[config.mk]
export PLATFORM = sky130hd
export DESIGN_NAME = shec_cfg
export DESIGN_NICKNAME = d
export VERILOG_FILES = /design/src/rtl/shec_pkg.sv /design/src/rtl/shec_cfg.sv
export SDC_FILE = /design/constraint.sdc
export NUM_CORES = 1
export LEC_CHECK = 0
export ABC_AREA = 0
export BUFFER_PORTS_ARGS = -buffer_cell sky130_fd_sc_hd__buf_2
export CELL_PAD_IN_SITES_DETAIL_PLACEMENT = 0
export CELL_PAD_IN_SITES_GLOBAL_PLACEMENT = 2
export CORE_MARGIN = 2
export CORE_UTILIZATION = 31
export DETAILED_ROUTE_END_ITERATION = 8
export GPL_TIMING_DRIVEN = 0
export PLACE_DENSITY = 0.87
export SLEW_MARGIN = 5
export SYNTH_ARGS = -nofsm -noshare
export SYNTH_HDL_FRONTEND = slang
export SYNTH_SLANG_ARGS = --single-unit
export TNS_END_PERCENT = 20
[constraint.sdc]
create_clock -name clk -period 1.7 [get_ports clk]
set_input_delay 0.17 -clock clk [delete_from_list [all_inputs] [get_ports clk]]
set_output_delay 0.17 -clock clk [all_outputs]
set_load 0.02 [all_outputs]
[src/rtl/shec_pkg.sv]
package shec_pkg;

  localparam int SAMPLE_WIDTH = 24;
  localparam int LP_STAGES    = 3;
  localparam int NUM_LP       = 2 * LP_STAGES;
  localparam int STAGE_W      = (LP_STAGES > 1) ? $clog2(LP_STAGES) : 1;
  localparam int CFG_IDX_W    = 3;
  localparam int CFG_DATA_W   = 32;

  typedef enum logic [CFG_IDX_W-1:0] {
    REG_THRESH_LIN     = 3'd0,
    REG_THRESH_DB      = 3'd1,
    REG_RELEASE_GROWTH = 3'd2,
    REG_LP_POLE        = 3'd3,
    REG_WET_GAIN       = 3'd4,
    REG_DRY_GAIN       = 3'd5
  } cfg_reg_t;

  typedef struct packed {
    logic signed [SAMPLE_WIDTH-1:0] left_in;
    logic signed [SAMPLE_WIDTH-1:0] right_in;
  } in_item_t;

  typedef struct packed {
    logic signed [SAMPLE_WIDTH-1:0] left_out;
    logic signed [SAMPLE_WIDTH-1:0] right_out;
  } out_item_t;

  typedef struct packed {
    logic [24:0]        thresh_lin;
    logic signed [14:0] thresh_db;
    logic [23:0]        release_growth;
    logic [23:0]        lp_pole;
    logic [31:0]        wet_gain;
    logic [16:0]        dry_gain;
  } cfg_t;

  typedef struct packed {
    logic               load_in;
    logic               lp_step;
    logic               log_step;
    logic               scale_step;
    logic               exp_step;
    logic               hold_step;
    logic               wg_step;
    logic               wet_lo;
    logic               wet_hi;
    logic               load_out;
    logic               ch;
    logic [STAGE_W-1:0] stage;
  } cmd_t;

  // log2(1 + i/16), Q1.16
  function automatic logic [16:0] log2_tab(input logic [4:0] i);
    logic [16:0] v;
    case (i)
      5'd0:    v = 17'd0;
      5'd1:    v = 17'd5732;
      5'd2:    v = 17'd11136;
      5'd3:    v = 17'd16248;
      5'd4:    v = 17'd21098;
      5'd5:    v = 17'd25711;
      5'd6:    v = 17'd30109;
      5'd7:    v = 17'd34312;
      5'd8:    v = 17'd38336;
      5'd9:    v = 17'd42196;
      5'd10:   v = 17'd45904;
      5'd11:   v = 17'd49472;
      5'd12:   v = 17'd52911;
      5'd13:   v = 17'd56229;
      5'd14:   v = 17'd59434;
      5'd15:   v = 17'd62534;
      default: v = 17'd65536;
    endcase
    return v;
  endfunction

  // 2^(i/16), Q2.16
  function automatic logic [17:0] exp2_tab(input logic [4:0] i);
    logic [17:0] v;
    case (i)
      5'd0:    v = 18'd65536;
      5'd1:    v = 18'd68437;
      5'd2:    v = 18'd71468;
      5'd3:    v = 18'd74632;
      5'd4:    v = 18'd77936;
      5'd5:    v = 18'd81386;
      5'd6:    v = 18'd84990;
      5'd7:    v = 18'd88752;
      5'd8:    v = 18'd92682;
      5'd9:    v = 18'd96785;
      5'd10:   v = 18'd101070;
      5'd11:   v = 18'd105545;
      5'd12:   v = 18'd110218;
      5'd13:   v = 18'd115098;
      5'd14:   v = 18'd120193;
      5'd15:   v = 18'd125515;
      default: v = 18'd131072;
    endcase
    return v;
  endfunction

endpackage

[src/rtl/shec_cfg.sv]
module shec_cfg (
  input  logic                                clk,
  input  logic                                rst,
  input  logic                                cfg_we,
  input  logic [shec_pkg::CFG_IDX_W-1:0]      cfg_index,
  input  logic [shec_pkg::CFG_DATA_W-1:0]     cfg_data,
  output shec_pkg::cfg_t                      cfg
);

  always_ff @(posedge clk) begin
    if (rst) begin
      cfg.thresh_lin     <= 25'd16777216;
      cfg.thresh_db      <= '0;
      cfg.release_growth <= 24'd1048576;
      cfg.lp_pole        <= '0;
      cfg.wet_gain       <= 32'd65536;
      cfg.dry_gain       <= 17'd65536;
    end else if (cfg_we) begin
      unique case (cfg_index)
        shec_pkg::REG_THRESH_LIN:     cfg.thresh_lin     <= cfg_data[24:0];
        shec_pkg::REG_THRESH_DB:      cfg.thresh_db      <= cfg_data[14:0];
        shec_pkg::REG_RELEASE_GROWTH: cfg.release_growth <= cfg_data[23:0];
        shec_pkg::REG_LP_POLE:        cfg.lp_pole        <= cfg_data[23:0];
        shec_pkg::REG_WET_GAIN:       cfg.wet_gain       <= cfg_data[31:0];
        shec_pkg::REG_DRY_GAIN:       cfg.dry_gain       <= cfg_data[16:0];
        default: ;  // drop writes to unknown indexes
      endcase
    end
  end

endmodule

==> results.toml <==
[power]
p_int_mw = 5.84
ir_worst_vdd_uv = 684
p_clk_share_pct = 48.9
swShare_pct = 23.7
combPwrFrac_pct = 7.7
p_per_area_mw_per_mm2 = 1060
seq_power_share_pct = 43.4
power_leakage_nw = 3.73
switching_power_mw = 1.81

[synthesis]
synth_xor_area_share_pct = 0
yosys.area_share.adder_pct = 0
synth_compound_area_share_pct = 0
synth_edf_count = 0
synth_mux_area_share_pct = 24.9
async_reset_ff_share_pct = 0
synth_area_mm2 = 0.00550
yosysTopAreaCell = "dfxtp_1"
synth.top_cell.area_share_pct = 49.9
ys_types = 16
synth_seq_cells = 137
syn_area_per_cell_um2 = 11.1
synth_top_family_by_area = "multiplexers"
yosysWarnings = 0
ys.flop_type = "dfxtp_1"
ys_seq_area_share_pct = 49.9
synth_commonest_cells = "nand2b_1, dfxtp_1, mux2i_1"
syn_nets = 533
synth-simple-area-share_pct = 21.5
synth_area_leaders = "dfxtp_1, mux2i_1, nand2b_1, clkbuf_1, buf_2"
syn_inst = 495
yosysMostFrequentCell = "nand2b_1"

[setup_path]
cp-end-kind = "flop"
startpoint = "rst"
crit_path_top_delay_cell = "clkbuf_1"
crit_top_cell = "clkbuf_1"
cp-start-kind = "input pin"
path_class = "in -> reg"
rr_startpoint = "cfg[59]"
path_cells = "clkbuf_1 -> buf_2 -> clkbuf_1 -> nand2b_1 -> mux2i_1"
cp_data_arrival_time_ps = 1770
cp.required_ps = 1990
worst-path-max-fanout = 10
cpPeakStageDelay_ps = 430

[floorplanning]
die_h_um = 137
rows = 48
die_w_um = 137
top_level_ports = 175
start_util_pct = 31.8
fp.coreArea_mm2 = 0.0173
dieArea_mm2 = 0.0188

[timing]
clock-skew-final_ps = 0
setup_ws_ps = 219
timing.slew.headroom_pct = 62.0
rsz0062_at_grt = "false"
min_period_ps = 1480
worst_pin_slew_ps = 570
post-route-period-util_pct = 87.1
final_max_slew_viol_count = 0
setup_tns_ps = 0
setup_viol_count_final = 0
finalHoldViolations = 0
max_freq_mhz = 675

[global_routing]
track_usage_pct = 17.5
gr-total-overflow = 0
grt_pass1_wl_mm = 24.1
grt_pass1_vias = 4304
antenna_found_initial = 0
grt_start_max_net_pins = 17

[outcome]
status = "complete, no violations"

[routing]
dr_total_vias = 4158
top_layer = "met4"
route.detailed.drc = 0
first_pass_iters = 4
wire_per_inst_um = 17.5
drtIter0Drc = 168
ant_nets = 0
wirelength_mm = 16.2
drt-met1-wl_mm = 7.32
met2_length_mm = 7.83
dr_wl_met3_um = 673
viasPerCell = 4.50

[clocking]
tritoncts = "built"
htree_levels = 4
clk-insertion-delay-late_ps = 410
ctsHoldBuffers = 2
cts_root_buf = "clkbuf_16"
cts_made_buffers = 17
clockBufferDepth = 2
post_cts_buffers = 0
clk_pin_slew_ps = 60
clock-sinks = 137
cts_resized = 0

[placed_design]
io_buffers = 170
dpl_worst_slack_ps = -255
globalplace.congestion = 0.794
dp_hpwl_mm = 11.9
dp.cells = 890
placed_cell_area_mm2 = 0.00663

[cells_and_area]
largest_reg_flops = 137
n_antenna_cell = 0
final_nets = 724
instances_no_fill = 924
largest-register = "cfg"
finalInstanceArea_mm2 = 0.00725
syn2layout_area_growth_pct = 31.9
drive_above_1_share_pct = 31.8
top_regs = "cfg x137"

[hold_path]
hold_class = "in -> reg"
hp-start = "cfg_data[25]"

[run]
maxCapViolCount = 0
## per-stage QoR
stage | util [%] | total power, mW | hold WS (ps)
global placement | 38.3 | 3.97 | 437
floorplan | - | 3.75 | 325
CTS | 41.9 | 7.72 | 8.09
detailed placement | 38.3 | 3.98 | 442
finish | 41.9 | 7.65 | 23.7
global route | 41.9 | 7.89 | 34.4
## placed cells by master (no fill, tap or decap), drive strengths merged
cell type,instances
buf,188
clkinv,5
dfxtp,137
nand2b,165
dlygate4sd3,2
and4bb,2
clkinvlp,2
nand4b,2
nor2,7
nor4bb,1
mux2i,137
nor4b,1
or4b,1
nand4bb,3
inv,1
clkbuf,43
bufinv,2
## per-layer routing
metal / up-vias / global-route usage, %
met4: 0 / 7.33
li1: 2021 / -
met3: 23 / 3.38
met1: 2008 / 21.8
met5: - / 0
met2: 106 / 29.4
## worst paths after layout
check / endpoint / slack [ps] / cells after the start
max reg2reg: cfg[59] / 1070 / 2
min: cfg[42] / 20 / 3
min reg2reg: cfg[46] / 470 / 2
max: cfg[123] / 220 / 5
## kinds of logic after synthesis
kind of cell           count (synthesis)
and+or+nand+nor                      182
muxes                                137
DFF                                  137
buffers and inverters                 39
## power by group through the flow
stage | combinational [mW] | sequential (mW) | clock (mW)
2_1_floorplan | 0.280 | 3.47 | 0
3_3_place_gp | 0.582 | 3.39 | 0
3_5_place_dp | 0.594 | 3.39 | 0
4_1_cts | 0.600 | 3.32 | 3.80
5_1_grt | 0.634 | 3.33 | 3.93
6_report | 0.587 | 3.32 | 3.74
## worst max-delay path: cells and delay by family
kind / cells / cell delay (ps)
buf+inv: 3 / 1130
simple gates: 1 / 340
mux: 1 / 120
## area by class of cell
cell class              count  area (um2)
flip-flops and latches    137        2740
fillers                  1736       10000
well taps                 225         282
multi-input cells         319        2550
clock inverters            10         116
repair buffers            172         871
plain buffers              39         204
clock buffers              22         484
(Power assumes the default switching activity.)
