$ cat src/rtl/shec_pkg.sv
package shec_pkg;

  localparam int SAMPLE_WIDTH = 24;
  localparam int LP_STAGES    = 3;
  localparam int NUM_LP       = 2 * LP_STAGES;
  localparam int STAGE_W      = (LP_STAGES > 1) ? $clog2(LP_STAGES) : 1;
  localparam int CFG_IDX_W    = 3;
  localparam int CFG_DATA_W   = 32;

  typedef enum logic [CFG_IDX_W-1:0] {
    REG_THRESH_LIN     = 3'd0,
    REG_THRESH_DB      = 3'd1,
    REG_RELEASE_GROWTH = 3'd2,
    REG_LP_POLE        = 3'd3,
    REG_WET_GAIN       = 3'd4,
    REG_DRY_GAIN       = 3'd5
  } cfg_reg_t;

  typedef struct packed {
    logic signed [SAMPLE_WIDTH-1:0] left_in;
    logic signed [SAMPLE_WIDTH-1:0] right_in;
  } in_item_t;

  typedef struct packed {
    logic signed [SAMPLE_WIDTH-1:0] left_out;
    logic signed [SAMPLE_WIDTH-1:0] right_out;
  } out_item_t;

  typedef struct packed {
    logic [24:0]        thresh_lin;
    logic signed [14:0] thresh_db;
    logic [23:0]        release_growth;
    logic [23:0]        lp_pole;
    logic [31:0]        wet_gain;
    logic [16:0]        dry_gain;
  } cfg_t;

  typedef struct packed {
    logic               load_in;
    logic               lp_step;
    logic               log_step;
    logic               scale_step;
    logic               exp_step;
    logic               hold_step;
    logic               wg_step;
    logic               wet_lo;
    logic               wet_hi;
    logic               load_out;
    logic               ch;
    logic [STAGE_W-1:0] stage;
  } cmd_t;

  // log2(1 + i/16), Q1.16
  function automatic logic [16:0] log2_tab(input logic [4:0] i);
    logic [16:0] v;
    case (i)
      5'd0:    v = 17'd0;
      5'd1:    v = 17'd5732;
      5'd2:    v = 17'd11136;
      5'd3:    v = 17'd16248;
      5'd4:    v = 17'd21098;
      5'd5:    v = 17'd25711;
      5'd6:    v = 17'd30109;
      5'd7:    v = 17'd34312;
      5'd8:    v = 17'd38336;
      5'd9:    v = 17'd42196;
      5'd10:   v = 17'd45904;
      5'd11:   v = 17'd49472;
      5'd12:   v = 17'd52911;
      5'd13:   v = 17'd56229;
      5'd14:   v = 17'd59434;
      5'd15:   v = 17'd62534;
      default: v = 17'd65536;
    endcase
    return v;
  endfunction

  // 2^(i/16), Q2.16
  function automatic logic [17:0] exp2_tab(input logic [4:0] i);
    logic [17:0] v;
    case (i)
      5'd0:    v = 18'd65536;
      5'd1:    v = 18'd68437;
      5'd2:    v = 18'd71468;
      5'd3:    v = 18'd74632;
      5'd4:    v = 18'd77936;
      5'd5:    v = 18'd81386;
      5'd6:    v = 18'd84990;
      5'd7:    v = 18'd88752;
      5'd8:    v = 18'd92682;
      5'd9:    v = 18'd96785;
      5'd10:   v = 18'd101070;
      5'd11:   v = 18'd105545;
      5'd12:   v = 18'd110218;
      5'd13:   v = 18'd115098;
      5'd14:   v = 18'd120193;
      5'd15:   v = 18'd125515;
      default: v = 18'd131072;
    endcase
    return v;
  endfunction

endpackage

$ cat src/rtl/shec_ctrl.sv
module shec_ctrl (
  input  logic                clk,
  input  logic                rst,
  input  logic                in_valid,
  output logic                in_ready,
  output logic                out_valid,
  input  logic                out_ready,
  output shec_pkg::cmd_t      cmd
);

  typedef enum logic [3:0] {
    ST_IDLE, ST_LP, ST_LOG, ST_SCALE, ST_EXP, ST_HOLD, ST_WG,
    ST_WET_LO, ST_WET_HI, ST_OUT
  } state_t;

  localparam logic [shec_pkg::STAGE_W-1:0] LAST_STAGE =
    shec_pkg::STAGE_W'(shec_pkg::LP_STAGES - 1);

  state_t                       state;
  logic                         ch;
  logic [shec_pkg::STAGE_W-1:0] stage;
  logic                         out_load;

  assign in_ready = (state == ST_IDLE);
  assign out_load = (state == ST_OUT) && (!out_valid || out_ready);

  always_comb begin
    cmd            = '0;
    cmd.ch         = ch;
    cmd.stage      = stage;
    cmd.load_in    = in_ready && in_valid;
    cmd.lp_step    = (state == ST_LP);
    cmd.log_step   = (state == ST_LOG);
    cmd.scale_step = (state == ST_SCALE);
    cmd.exp_step   = (state == ST_EXP);
    cmd.hold_step  = (state == ST_HOLD);
    cmd.wg_step    = (state == ST_WG);
    cmd.wet_lo     = (state == ST_WET_LO);
    cmd.wet_hi     = (state == ST_WET_HI);
    cmd.load_out   = out_load;
  end

  always_ff @(posedge clk) begin
    if (rst) begin
      state     <= ST_IDLE;
      ch        <= 1'b0;
      stage     <= '0;
      out_valid <= 1'b0;
    end else begin
      if (out_load) begin
        out_valid <= 1'b1;
      end else if (out_ready) begin
        out_valid <= 1'b0;
      end
      unique case (state)
        ST_IDLE: begin
          if (in_valid) begin
            state <= ST_LP;
            ch    <= 1'b0;
            stage <= '0;
          end
        end
        ST_LP: begin
          if (stage == LAST_STAGE) begin
            stage <= '0;
            ch    <= ~ch;
            if (ch) begin
              state <= ST_LOG;
            end
          end else begin
            stage <= stage + 1'b1;
          end
        end
        ST_LOG:    state <= ST_SCALE;
        ST_SCALE:  state <= ST_EXP;
        ST_EXP:    state <= ST_HOLD;
        ST_HOLD:   state <= ST_WG;
        ST_WG: begin
          state <= ST_WET_LO;
          ch    <= 1'b0;
        end
        ST_WET_LO: state <= ST_WET_HI;
        ST_WET_HI: begin
          ch <= ~ch;
          if (ch) begin
            state <= ST_OUT;
          end else begin
            state <= ST_WET_LO;
          end
        end
        ST_OUT: begin
          if (out_load) begin
            state <= ST_IDLE;
          end
        end
        default: state <= ST_IDLE;
      endcase
    end
  end

endmodule

$ cat config.mk
export PLATFORM = sky130hd
export DESIGN_NAME = shec_ctrl
export DESIGN_NICKNAME = d
export VERILOG_FILES = /design/src/rtl/shec_pkg.sv /design/src/rtl/shec_ctrl.sv
export SDC_FILE = /design/constraint.sdc
export NUM_CORES = 1
export LEC_CHECK = 0
export CORE_AREA = 2 2 39 41
export CTS_BUF_LIST = sky130_fd_sc_hd__clkbuf_2
export DETAILED_ROUTE_END_ITERATION = 16
export DIE_AREA = 0 0 41 43
export DONT_BUFFER_PORTS = 1
export GPL_TIMING_DRIVEN = 0
export SYNTH_ARGS = -nofsm -noshare
export SYNTH_HDL_FRONTEND = slang
export SYNTH_SLANG_ARGS = --single-unit
export TNS_END_PERCENT = 20
$ cat constraint.sdc
create_clock -name clk -period 3.2 [get_ports clk]
set_input_delay 0.48 -clock clk [delete_from_list [all_inputs] [get_ports clk]]
set_output_delay 0.48 -clock clk [all_outputs]
set_load 0.05 [all_outputs]
==> out/results.txt <==
Yosys warnings - 0
Worst-path clk slew - 0.08 ns
Gate Count Post-Synth - 73
Hold Violations, Final - 0
Avg Cell Area, Syn - 7.88 um^2
FF+latch area - 160 um^2
crit-path cells - buf_2 > buf_2 > nand2_1 > nor3_1
drt wl/cell - 13.6 um
first-pass GRT wire length - 2.04 mm
Slew Viols, Final - 0
RR Endpoint - state[0]$_SDFFE_PP0P_
DRT Pass-1 Iters - 4
RSZ-0062 raised after global routing - no
vias - 531
CTS Buf Count - 3
largest net degree at the start of global routing - 11
Total Routed Length - 1.28 mm
Max clock buf depth - 2
Nets - 84
fillers - 141
top cells by area, synth - dfxtp_1, mux2i_1, nor2_1
number of core rows - 14
Yosys top cell by area - dfxtp_1
DR DRC count - 0
die area - 0.00176 mm^2
placed cells - 91
Clock Latency Late Sink - 0.24 ns
maximum VDD drop - 337 uV
number of global-route vias before repair - 465
# IOs - 19
post-route ant nets - 0
layout cell share with drive strength beyond 1 - 21.8%
Initial Util - 41.6%
Fin Setup TNS - 0 ns
status - finished, final reports clean
Horiz. Die Dim - 41 um
Least-Margin Pin Slew - 1.46 ns
Multi-input gate area - 365 um^2
worst reg2reg path startpoint - state[2]$_SDFFE_PP0P_
TritonCTS clock tree - done
ant diodes - 0
# Max-Cap Violations - 0
CP max FO - 10
sequential element share of the synthesized area - 27.8%
Setup crit end - cmd[7]
GRT Util Overall - 17.5%
CP max-delay cell - nor3_1
drt via density - 5.65
Min Hold Slack - 0.467 ns
hpwl dp - 933 um
DR iter-0 viols - 7
# hold bufs at CTS - 0
post-CTS setup buffer count - 0
Worst EP arrival - 2.20 ns
core area - 0.00138 mm^2
Clock Sinks - 8
post-synth top area share - 27.8%
Die Ht - 43 um
Leakage Power - 0.000252 uW
final core utilization - 45.8%
worst slew margin relative to its limit - 1.95%
Hold Crit Class - in -> reg
power density over the cells - 920 mW/mm^2
CP startpoint kind - flop
FMAX - 0.373 GHz
Final min period - 2.68 ns
Final setup viols - 0
worst reg-to-reg setup slack - 1.28 ns
CP max stage delay - 1.11 ns
IO buf count - 0
Setup Crit Path Kind - reg -> out
# resized after CTS - 0
Req. time, crit path - 2.72 ns
fin crit share - 83.8%
Syn Nets - 77
Top cell by count, worst path - buf_2
total gr overflow - 0
FF-to-FF path depth - 5
Yosys cell types - 34
final std cells w/o fill - 94
Critical Path Sink Type - primary output
Fin Clk Skew - 0.00582 ns
initial antenna violation count - 0
CTS root buffer - clkbuf_2
final RePlAce weighted congestion - 0.788
Critical Path Start - state[0]$_SDFFE_PP0P_
Area growth, synth to finish - 10.0%
Synth Register Bits - 8
H-tree Lvls - 1
mapped cell area - 576 um^2
==> synth_stat cells <==
cell and n:
or2_1 1, nor4_1 1, buf_6 1, xor2_1 1, a22oi_1 2, nor3_1 4
nor3_2 1, inv_1 3, a21oi_1 5, o21a_1 1, xnor2_1 1, buf_4 2
or4_1 1, buf_1 1, nand3b_1 1, nor4b_1 1, nor2_1 8, nor3b_1 1
dfxtp_1 8, nor2b_1 4, nand3_1 2, o21ai_0 1, and3_4 1, o22a_1 1
buf_2 4, nand2b_1 3, nor4b_4 1, nand4_1 1, mux2i_1 3, and3_1 1
and2_1 1, nand2_1 3, o21ai_1 2, o31ai_2 1
==> worst min path at each step <==
stage | from | endpoint | slack, ns | depth (start not counted)
floorplan | ch$_SDFFE_PP0P_ | ch$_SDFFE_PP0P_ | 0.51 | 2
global placement | ch$_SDFFE_PP0P_ | ch$_SDFFE_PP0P_ | 0.55 | 2
detailed placement | ch$_SDFFE_PP0P_ | ch$_SDFFE_PP0P_ | 0.56 | 2
CTS | in_valid | stage[1]$_SDFFE_PP0P_ | 0.46 | 3
global route | in_valid | stage[1]$_SDFFE_PP0P_ | 0.46 | 3
finish | in_valid | stage[1]$_SDFFE_PP0P_ | 0.47 | 3
==> per-stage QoR <==
stage	worst slack, ns	instance area (um^2)	power (uW)
global route	0.445	633	624
CTS	0.513	633	585
global placement	-0.143	596	498
finish	0.520	633	582
detailed placement	0.788	618	524
floorplan	0.0261	576	459
==> cells by family (layout without fill, tap and decap cells) <==
group	after synthesis	in the layout	share of synthesized area (%)
AO/OA/AOI/OAI	13	13	14.6
multiplexers	3	3	5.22
AND/OR/NAND/NOR	36	36	38.7
flip-flops	8	8	27.8
XOR/XNOR	2	2	3.04
buffers and inverters	11	16	10.7
==> final cells by class <==
class | count | area share (%)
Clock buffer | 3 | 2.37
Sequential cell | 8 | 25.3
Buffer | 8 | 7.91
Timing Repair Buffer | 2 | 1.78
Tap cell | 16 | 3.16
Inverter | 3 | 1.78
Multi-Input combinational cell | 54 | 57.7
==> state kept, by name, summed over array words and instances (netlist names) <==
signal     cells
state          4
out_valid      1
ch             1
stage          2
==> routing by layer <==
metal  routed length, um  vias up  global-route usage [%]
li1                    -      263                       -
met1                 609      253                    21.3
met2                 591       13                    26.3
met3                  67        2                    7.85
met4                  11        0                    6.00
met5                   0        -                       0
==> worst max-delay path, delay by kind of cell (launching register included) <==
family,cells,cell delay [ns]
AND/OR/NAND/NOR,2,1.21
buffers and inverters,2,0.44
flip-flops,1,0.31
==> where the power goes <==
group / total, uW / switching [uW] / internal (uW) / leakage, uW
Sequential: 155 / 35.1 / 119 / 0.0000650
Combinational: 367 / 246 / 121 / 0.000174
Clock: 60.3 / 34.7 / 25.6 / 0.0000125
Total: 582 / 316 / 266 / 0.000252
==> cell usage in the layout (no fill, tap or decap), drive strengths merged, types with 2 or more instances in the layout <==
cell type	count
o21ai	3
buf	10
nand2	3
nor3	5
mux2i	3
nor2	8
nor4b	2
clkbuf	3
a22oi	2
nor2b	4
dfxtp	8
a21oi	5
and3	2
nand3	2
inv	3
nand2b	3
Power figures use the tool's default switching activity.
